[src/rtl/core/compacting_key_value_table_core_defines.svh]
// Assertion macros for the compacting key/value table core
`ifndef COMPACTING_KEY_VALUE_TABLE_CORE_DEFINES_SVH
`define COMPACTING_KEY_VALUE_TABLE_CORE_DEFINES_SVH

`ifndef NO_ASSERTIONS
// property checked on every rising clock edge out of reset
`define CKVT_ASSERT(lbl, clk, rstn, prop, msg) \
    lbl: assert property (@(posedge clk) disable iff (!rstn) prop) else $error(msg);
// condition that must never hold out of reset
`define CKVT_NEVER(lbl, clk, rstn, cond, msg) \
    lbl: assert property (@(posedge clk) disable iff (!rstn) !(cond)) else $error(msg);
`else
`define CKVT_ASSERT(lbl, clk, rstn, prop, msg)
`define CKVT_NEVER(lbl, clk, rstn, cond, msg)
`endif

`endif

[src/rtl/core/ckvt_pkg.sv]
// Shared types and constants for the compacting key/value table core
`timescale 1ns / 1ps
package ckvt_pkg;

    localparam int CAPACITY_DEF   = 16;
    localparam int KEY_BITS_DEF   = 16;
    localparam int VALUE_BITS_DEF = 16;
    localparam int FUNC_W         = 2;

    typedef enum logic [FUNC_W-1:0] {
        FUNC_INSERT = 2'd0,
        FUNC_DELETE = 2'd1,
        FUNC_LOOKUP = 2'd2,
        FUNC_SPARE  = 2'd3
    } func_t;

    typedef enum logic [1:0] {
        ST_IDLE    = 2'd0,
        ST_COMPARE = 2'd1,
        ST_UPDATE  = 2'd2
    } state_t;

    typedef struct packed {
        logic cmp_en;
        logic shift_en;
        logic ins_en;
    } cell_ctrl_t;

endpackage

[src/rtl/core/ckvt_cell.sv]
// One table slot: key/value storage, key compare and shift-down from its neighbour
`timescale 1ns / 1ps
module ckvt_cell #(
    parameter int KEY_BITS   = 16,
    parameter int VALUE_BITS = 16,
    parameter int CNT_W      = 5,
    parameter int INDEX      = 0
) (
    input  logic                   aclk,
    input  logic                   aresetn,
    input  ckvt_pkg::cell_ctrl_t   ctrl,
    input  logic [CNT_W-1:0]       count,
    input  logic [KEY_BITS-1:0]    req_key,
    input  logic [VALUE_BITS-1:0]  req_value,
    input  logic [KEY_BITS-1:0]    next_key,
    input  logic [VALUE_BITS-1:0]  next_value,
    input  logic                   shift_in,
    output logic                   shift_out,
    output logic                   match,
    output logic [KEY_BITS-1:0]    key,
    output logic [VALUE_BITS-1:0]  value
);
    import ckvt_pkg::*;

    localparam logic [CNT_W-1:0] SLOT = CNT_W'(INDEX);

    logic                  match_reg, match_next;
    logic [KEY_BITS-1:0]   key_reg, key_next;
    logic [VALUE_BITS-1:0] value_reg, value_next;
    logic                  occupied;

    assign occupied  = SLOT < count;
    assign shift_out = shift_in | match_reg;

    always_comb begin
        match_next = match_reg;
        key_next   = key_reg;
        value_next = value_reg;
        if (ctrl.cmp_en) begin
            match_next = occupied && (key_reg == req_key);
        end
        if (ctrl.ins_en && (count == SLOT)) begin
            key_next   = req_key;
            value_next = req_value;
        end else if (ctrl.shift_en && shift_out) begin
            key_next   = next_key;
            value_next = next_value;
        end
    end

    always_ff @(posedge aclk) begin
        if (!aresetn) begin
            match_reg <= 1'b0;
        end else begin
            match_reg <= match_next;
        end
    end

    always_ff @(posedge aclk) begin
        key_reg   <= key_next;
        value_reg <= value_next;
    end

    assign match = match_reg;
    assign key   = key_reg;
    assign value = value_reg;

endmodule

[src/rtl/core/compacting_key_value_table_core.sv]
// Top level of the compacting key/value table core
// Compacting key/value table: up to CAPACITY pairs held densely in insertion order.
// Input channel s_*: one request per item, tdata = {new_value, key, func} from bit 0
// (func 0 insert, 1 delete, 2 lookup, 3 acts as lookup).
// Result channel m_*: one item per request, tdata = {table_full, entry_count,
// refused, read_value, found} from bit 0.
// Each accepted request passes through a compare state in which every cell checks
// its key in parallel, then an update state in which the chain of cells appends,
// shifts down to close a gap, or holds. The result is registered at the end of the
// update state. A new request can be accepted in the update state once the result
// register is free, so a request overlaps with the update of the one before it.
// If the receiver stalls with a result still held, the block finishes the compare
// of the next request and then waits in the update state until the result is taken.
// Reset (aresetn low, synchronous) empties the table and drops any pending result;
// stored keys and values are not cleared, only the entry count.
`timescale 1ns / 1ps
`include "compacting_key_value_table_core_defines.svh"
module compacting_key_value_table_core #(
    parameter int CAPACITY   = ckvt_pkg::CAPACITY_DEF,
    parameter int KEY_BITS   = ckvt_pkg::KEY_BITS_DEF,
    parameter int VALUE_BITS = ckvt_pkg::VALUE_BITS_DEF,
    localparam int CNT_W     = $clog2(CAPACITY + 1),
    localparam int IN_W      = ckvt_pkg::FUNC_W + KEY_BITS + VALUE_BITS,
    localparam int S_W       = ((IN_W + 7) / 8) * 8,
    localparam int OUT_W     = 3 + VALUE_BITS + CNT_W,
    localparam int M_W       = ((OUT_W + 7) / 8) * 8
) (
    input  logic           aclk,
    input  logic           aresetn,
    input  logic           s_tvalid,
    output logic           s_tready,
    input  logic [S_W-1:0] s_tdata,  // func, key, new_value
    output logic           m_tvalid,
    input  logic           m_tready,
    output logic [M_W-1:0] m_tdata   // found, read_value, refused, entry_count, table_full
);
    import ckvt_pkg::*;

    localparam logic [CNT_W-1:0] CAP_CNT = CNT_W'(CAPACITY);

    state_t                state_reg, state_next;
    func_t                 func_reg, func_next;
    logic [KEY_BITS-1:0]   key_reg, key_next;
    logic [VALUE_BITS-1:0] newval_reg, newval_next;
    logic [CNT_W-1:0]      count_reg, count_next;

    logic                  out_valid_reg, out_valid_next;
    logic                  found_reg, found_next;
    logic [VALUE_BITS-1:0] rv_reg, rv_next;
    logic                  refused_reg, refused_next;
    logic [CNT_W-1:0]      ocount_reg, ocount_next;
    logic                  full_reg, full_next;

    cell_ctrl_t            ctrl;
    logic                  accept, upd_go, hit, is_ins, is_del;
    logic [VALUE_BITS-1:0] hit_value;

    logic [KEY_BITS-1:0]   cell_key   [CAPACITY];
    logic [VALUE_BITS-1:0] cell_value [CAPACITY];
    logic [CAPACITY-1:0]   match_vec;
    logic [CAPACITY:0]     shift_chain;

    assign shift_chain[0] = 1'b0;

    for (genvar i = 0; i < CAPACITY; i++) begin : g_cell
        logic [KEY_BITS-1:0]   nk;
        logic [VALUE_BITS-1:0] nv;
        if (i < CAPACITY - 1) begin : g_mid
            assign nk = cell_key[i+1];
            assign nv = cell_value[i+1];
        end else begin : g_end
            assign nk = cell_key[i];
            assign nv = cell_value[i];
        end
        ckvt_cell #(
            .KEY_BITS  (KEY_BITS),
            .VALUE_BITS(VALUE_BITS),
            .CNT_W     (CNT_W),
            .INDEX     (i)
        ) u_cell (
            .aclk      (aclk),
            .aresetn   (aresetn),
            .ctrl      (ctrl),
            .count     (count_reg),
            .req_key   (key_reg),
            .req_value (newval_reg),
            .next_key  (nk),
            .next_value(nv),
            .shift_in  (shift_chain[i]),
            .shift_out (shift_chain[i+1]),
            .match     (match_vec[i]),
            .key       (cell_key[i]),
            .value     (cell_value[i])
        );
    end

    // keys are unique, so at most one cell contributes
    always_comb begin
        hit_value = '0;
        for (int i = 0; i < CAPACITY; i++) begin
            hit_value = hit_value | (cell_value[i] & {VALUE_BITS{match_vec[i]}});
        end
    end

    assign hit    = |match_vec;
    assign is_ins = (func_reg == FUNC_INSERT);
    assign is_del = (func_reg == FUNC_DELETE);
    assign upd_go = !out_valid_reg || m_tready;

    always_comb begin
        state_next     = state_reg;
        func_next      = func_reg;
        key_next       = key_reg;
        newval_next    = newval_reg;
        count_next     = count_reg;
        out_valid_next = out_valid_reg;
        found_next     = found_reg;
        rv_next        = rv_reg;
        refused_next   = refused_reg;
        ocount_next    = ocount_reg;
        full_next      = full_reg;
        ctrl           = '0;
        s_tready       = 1'b0;

        if (out_valid_reg && m_tready) begin
            out_valid_next = 1'b0;
        end

        case (state_reg)
            ST_IDLE: begin
                s_tready = 1'b1;
            end
            ST_COMPARE: begin
                ctrl.cmp_en = 1'b1;
                state_next  = ST_UPDATE;
            end
            ST_UPDATE: begin
                if (upd_go) begin
                    s_tready       = 1'b1;
                    ctrl.ins_en    = is_ins && !hit && (count_reg != CAP_CNT);
                    ctrl.shift_en  = is_del && hit;
                    if (ctrl.ins_en) begin
                        count_next = count_reg + 1'b1;
                    end else if (ctrl.shift_en) begin
                        count_next = count_reg - 1'b1;
                    end
                    out_valid_next = 1'b1;
                    found_next     = hit;
                    rv_next        = hit_value;
                    refused_next   = is_ins && !hit && (count_reg == CAP_CNT);
                    ocount_next    = count_next;
                    full_next      = (count_next == CAP_CNT);
                    state_next     = ST_IDLE;
                end
            end
            default: begin
                state_next = ST_IDLE;
            end
        endcase

        accept = s_tvalid && s_tready;
        if (accept) begin
            func_next   = func_t'(s_tdata[FUNC_W-1:0]);
            key_next    = s_tdata[FUNC_W +: KEY_BITS];
            newval_next = s_tdata[FUNC_W + KEY_BITS +: VALUE_BITS];
            state_next  = ST_COMPARE;
        end
    end

    always_ff @(posedge aclk) begin
        if (!aresetn) begin
            state_reg     <= ST_IDLE;
            count_reg     <= '0;
            out_valid_reg <= 1'b0;
        end else begin
            state_reg     <= state_next;
            count_reg     <= count_next;
            out_valid_reg <= out_valid_next;
        end
    end

    always_ff @(posedge aclk) begin
        func_reg    <= func_next;
        key_reg     <= key_next;
        newval_reg  <= newval_next;
        found_reg   <= found_next;
        rv_reg      <= rv_next;
        refused_reg <= refused_next;
        ocount_reg  <= ocount_next;
        full_reg    <= full_next;
    end

    assign m_tvalid = out_valid_reg;
    assign m_tdata  = M_W'({full_reg, ocount_reg, refused_reg, rv_reg, found_reg});

    `CKVT_NEVER(a_count_bound, aclk, aresetn, count_reg > CAP_CNT, "entry count above capacity")
    `CKVT_ASSERT(a_unique_key, aclk, aresetn, $onehot0(match_vec), "key held in two cells")
    `CKVT_ASSERT(a_refuse_full, aclk, aresetn, (m_tvalid && refused_reg) |-> full_reg, "refused while not full")
    `CKVT_ASSERT(a_accept_cmp, aclk, aresetn, (s_tvalid && s_tready) |=> (state_reg == ST_COMPARE), "no compare after accept")

endmodule

[config.mk]
export PLATFORM = sky130hd
export DESIGN_NAME = compacting_key_value_table_core
export DESIGN_NICKNAME = d
export VERILOG_FILES = /design/src/rtl/core/ckvt_pkg.sv /design/src/rtl/core/ckvt_cell.sv /design/src/rtl/core/compacting_key_value_table_core.sv
export VERILOG_INCLUDE_DIRS = /design/src /design/src/rtl/core
export SDC_FILE = /design/constraint.sdc
export NUM_CORES = 1
export LEC_CHECK = 0
export CORE_MARGIN = 4
export CORE_UTILIZATION = 60
export CTS_BUF_LIST = sky130_fd_sc_hd__clkbuf_16
export CTS_CLUSTER_DIAMETER = 100
export DETAILED_ROUTE_END_ITERATION = 12
export DONT_BUFFER_PORTS = 1
export HOLD_SLACK_MARGIN = 0.1
export PLACE_DENSITY = 0.76
export SYNTH_ARGS = -nofsm -noshare
export SYNTH_HDL_FRONTEND = slang
export SYNTH_SLANG_ARGS = --single-unit
export TNS_END_PERCENT = 20
[constraint.sdc]
create_clock -name aclk -period 7.5 [get_ports aclk]
set_input_delay 0.375 -clock aclk [delete_from_list [all_inputs] [get_ports aclk]]
set_output_delay 0.375 -clock aclk [all_outputs]
set_load 0.05 [all_outputs]
==> impl_summary.txt <==
----------------------------------------------------
[Run status]
  Run status ... complete, no violations

[Drt]
  Wire length reported by the detailed router ... 74.29 mm
  First-pass detailed-route iteration total ... 6
  Avg WL per Cell ... 28.27 microns
  Total length of routed met2 wires ... 33.78 mm
  Met3 Routed Length ... 7.600 mm
  Uppermost routed layer ... met4
  Starting DRT DRC Count ... 1927
  Vias per inst ... 6.615
  DR DRC count ... 0
  Vias ... 17380
  Final ANT Viol Nets ... 0
  Total routed wire length on the met1 layer ... 30.06 mm

[Placement]
  Half-perimeter wire length after placement ... 44.17 mm
  Quantity of I/O buffers inserted on ports ... 0
  Cell total after placement ... 2478
  Place WS ... 2699 ps
  Global placement routability congestion ... 0.9086

[Die]
  Chip width ... 230 microns
  Initial Util ... 60.53%
  Site row count ... 81
  Die footprint ... 52900 sq um
  Core Footprint ... 48850 sq um
  Die Y ... 230 microns
  I/O pin count ... 70

[Timing]
  F_max ... 201.0 MHz
  Setup WS post-layout ... 2524 ps
  Number of hold violations in the final report ... 0
  Setup repair after global routing missed its margin ... no
  Setup clock skew after layout ... 28.12 ps
  Relative slew slack ... 20.12%
  Actual transition at the worst max-transition pin ... 1198 ps
  Setup TNS ... 0 ps
  Min Clock Period, post-route ... 4976 ps
  Setup Viol. Count Final ... 0
  Max Transition Viols Final ... 0
  Final clock period utilization by the worst path ... 66.35%

[Clocking]
  Number of clock sinks ... 594
  H-Tree Level Count ... 2
  TritonCTS clock tree ... done
  Clock-pin slew of the registers on the worst-case setup and hold paths ... 70 ps
  Clock root buffer ... sky130_fd_sc_hd__clkbuf_16
  Number of setup buffers added after CTS ... 0
  Hold-fix buffers, CTS ... 37
  Count of cells resized by post-cts repair ... 0
  Maximum buffer depth of the clock tree ... 3
  Number of buffers inserted during clock tree synthesis ... 59
  Clock latency on the worst-skew pair ... 640 ps

[Synth]
  EDFF count, synth ... 570
  Synth Cell Area ... 29570 sq um
  Yosys warning count ... 0
  Mean Syn Cell Area ... 15.22 sq um
  Most frequently used cell type in the post-synthesis netlist ... sky130_fd_sc_hd__edfxtp_1
  Flip-flop cell with the highest count after synthesis ... sky130_fd_sc_hd__edfxtp_1
  Total of flip-flops plus latches after synthesis ... 594
  Sequential area share after synthesis ... 59.51%
  Cell types occupying the most area after synthesis ... sky130_fd_sc_hd__edfxtp_1 (58%), sky130_fd_sc_hd__mux2_2 (8.6%), sky130_fd_sc_hd__mux2_1 (6.4%), sky130_fd_sc_hd__xor2_1 (4.6%), sky130_fd_sc_hd__mux2_4 (4.4%)
  Leading area contributor after synthesis ... sky130_fd_sc_hd__edfxtp_1
  Area fraction of the dominant cell type after synthesis ... 57.88%
  Number of cells produced by synthesis ... 1943
  Top cell types by occurrence after synthesis ... sky130_fd_sc_hd__edfxtp_1 (570), sky130_fd_sc_hd__mux2_2 (225), sky130_fd_sc_hd__mux2_1 (168), sky130_fd_sc_hd__xor2_1 (155), sky130_fd_sc_hd__xnor2_1 (109)
  Mapped Nets ... 1992
  Async S/R FF share, synth ... 0%
  Number of distinct library cells after synthesis ... 55

[Critical path]
  Crit-path leading delay family ... simple AND/OR/NAND/NOR gates
  Reg-to-reg critical path endpoint ... g_cell[12].u_cell.key[15]
  Maximum fanout count along the critical path ... 33
  Most repeated library cell on the critical path ... sky130_fd_sc_hd__buf_4
  Arr. time, crit path ... 5200 ps
  Required time worst endpoint ... 7730 ps
  Highest-delay cell along the critical path ... sky130_fd_sc_hd__nand2b_2
  Worst r2r path cells ... 8
  Setup slack, reg-to-reg ... 2520 ps
  Critical path launch point type ... register
  Number of buffers and inverters on the critical path ... 2
  Sort of element at the end of the critical path ... register
  Worst stage delay on the critical path ... 1060 ps
  Cells along the critical path ... buf_4 -> or3_1 -> nor4_4 -> nand2_2 -> nor4b_4 -> buf_4 -> and4_2 -> nand2b_2
  R2R Path Start ... g_cell[2].u_cell.match
  Type of the setup path with the least slack ... register to register

[Finish]
  Synth-to-layout area growth ... 8.801%
  Ratio of cells with drive above 1 in the final layout ... 24.35%
  Fill count ... 3419
  Post-layout instance count excluding filler cells ... 2628
  Layout net count ... 1961

[Worst hold path]
  Sink of the worst hold path ... newval_reg[15]
  Worst Min Path Start ... s_tdata[33]
  Number of instances on the worst hold path ... 1
  Hold Crit Class ... primary input to register

[Power and ir drop]
  Worst ir drop on vdd ... 0.2074 mV
  Leak pwr ... 0.01086 uW
  Final Power ... 6632 uW
  Total power density per cell area ... 206.1 nW/um^2

[Global routing]
  Wire length of the first global-routing pass ... 110.6 mm
  Initial antenna violation count ... 0
  Number of global-route vias before repair ... 17420
  Aggregate global routing overflow ... 0
  Largest net degree at the start of global routing ... 35
  Global Route Usage Sum ... 27.64%

[Job]
  Total of max-cap violations ... 0

----------------------------------------------------
[metrics by stage]
stage,hold WS [ps],area (sq um),util (%)
5_1_grt,345.2,32170,65.86
6_report,367.0,32170,65.86
4_1_cts,329.6,32170,65.86
3_5_place_dp,473.9,30000,61.40
2_1_floorplan,424.4,29570,-
3_3_place_gp,473.9,30000,61.40
[kinds of logic (layout without fill, tap and decap cells)]
logic type               Yosys count  after routing  synth area share (%)
AO/OA/AOI/OAI                    186            186                 5.107
AND/OR/NAND/NOR                  228            228                 4.912
XOR/XNOR                         264            264                 7.819
flip-flops                       594            594                 59.51
multiplexers                     480            480                 19.38
adder cells (fa/ha/maj)            5              5                0.2116
buffers and inverters            186            206                 3.059
other                              0              1                     0
[metal layers]
metal  up-vias  GRT usage [%]
met4         0          9.773
met1      8777          38.44
met3       222          6.256
met2       946          43.33
li1       7438              -
met5         -              0
[worst max-delay path by stage]
stage | startpoint | end | slack [ps] | depth (start not counted)
after floorplan | m_tvalid | g_cell[10].u_cell.key[0] | 2880 | 6
after global placement | g_cell[2].u_cell.match | g_cell[3].u_cell.key[1] | 2740 | 10
after detailed placement | g_cell[2].u_cell.match | g_cell[12].u_cell.key[1] | 2700 | 8
after CTS | g_cell[2].u_cell.match | g_cell[12].u_cell.key[15] | 2630 | 8
after global routing | g_cell[2].u_cell.match | g_cell[3].u_cell.key[12] | 2450 | 10
final | g_cell[2].u_cell.match | g_cell[12].u_cell.key[15] | 2520 | 8
[cells in the final DEF (no fill, tap or decap), types with 3 or more instances in the layout]
master                          count
sky130_fd_sc_hd__a2111oi_0          5
sky130_fd_sc_hd__a211oi_1           3
sky130_fd_sc_hd__a21boi_0          13
sky130_fd_sc_hd__a21oi_1           10
sky130_fd_sc_hd__a221oi_1          64
sky130_fd_sc_hd__a22o_1            64
sky130_fd_sc_hd__a31oi_1            3
sky130_fd_sc_hd__and2_1             5
sky130_fd_sc_hd__buf_4             50
sky130_fd_sc_hd__clkbuf_16         60
sky130_fd_sc_hd__clkinv_1          21
sky130_fd_sc_hd__clkinv_2          11
sky130_fd_sc_hd__clkinvlp_4         4
sky130_fd_sc_hd__dfxtp_1           24
sky130_fd_sc_hd__dlygate4sd3_1     37
sky130_fd_sc_hd__edfxtp_1         570
sky130_fd_sc_hd__ha_1               5
sky130_fd_sc_hd__inv_1             17
sky130_fd_sc_hd__mux2_1           168
sky130_fd_sc_hd__mux2_2           225
sky130_fd_sc_hd__mux2_4            87
sky130_fd_sc_hd__nand2_1           29
sky130_fd_sc_hd__nand2_2            8
sky130_fd_sc_hd__nand2b_1           6
sky130_fd_sc_hd__nand3_1            7
sky130_fd_sc_hd__nand3_4            6
sky130_fd_sc_hd__nand4_1           57
sky130_fd_sc_hd__nand4_4            3
sky130_fd_sc_hd__nor2_1            17
sky130_fd_sc_hd__nor2b_1            8
sky130_fd_sc_hd__nor3_1            15
sky130_fd_sc_hd__nor4_1            43
sky130_fd_sc_hd__o211ai_1           3
sky130_fd_sc_hd__o21ai_0            7
sky130_fd_sc_hd__o21ai_4            6
sky130_fd_sc_hd__or3_1              5
sky130_fd_sc_hd__xnor2_1          109
sky130_fd_sc_hd__xor2_1           155
[power by group]
part / total [uW] / leakage, uW / internal (uW) / switching (uW)
Sequential: 3640 / 0.00535 / 3610 / 36.7
Combinational: 194 / 0.00459 / 69.4 / 124
Clock: 2800 / 0.000921 / 1520 / 1280
[worst register-to-register path, cell delays in order, from the launching register on]
cell and delay, ps:
sky130_fd_sc_hd__dfxtp_1 300, sky130_fd_sc_hd__buf_4 240, sky130_fd_sc_hd__or3_1 540, sky130_fd_sc_hd__nor4_4 510, sky130_fd_sc_hd__nand2_2 170, sky130_fd_sc_hd__nor4b_4 320
sky130_fd_sc_hd__buf_4 360, sky130_fd_sc_hd__and4_2 1050, sky130_fd_sc_hd__nand2b_2 1070
[area by class of cell]
type	count	area, sq um	area share [%]
sequential	594	17600	54.69
multi-input combinational	1163	11170	34.70
clock buffer	60	1501	4.667
tap	664	830.8	2.582
timing repair buffer	87	745.7	2.318
clock inverter	52	304.0	0.9450
inverter	7	26.28	0.08167
antenna	1	2.502	0.007778
(Power assumes the default switching activity.)
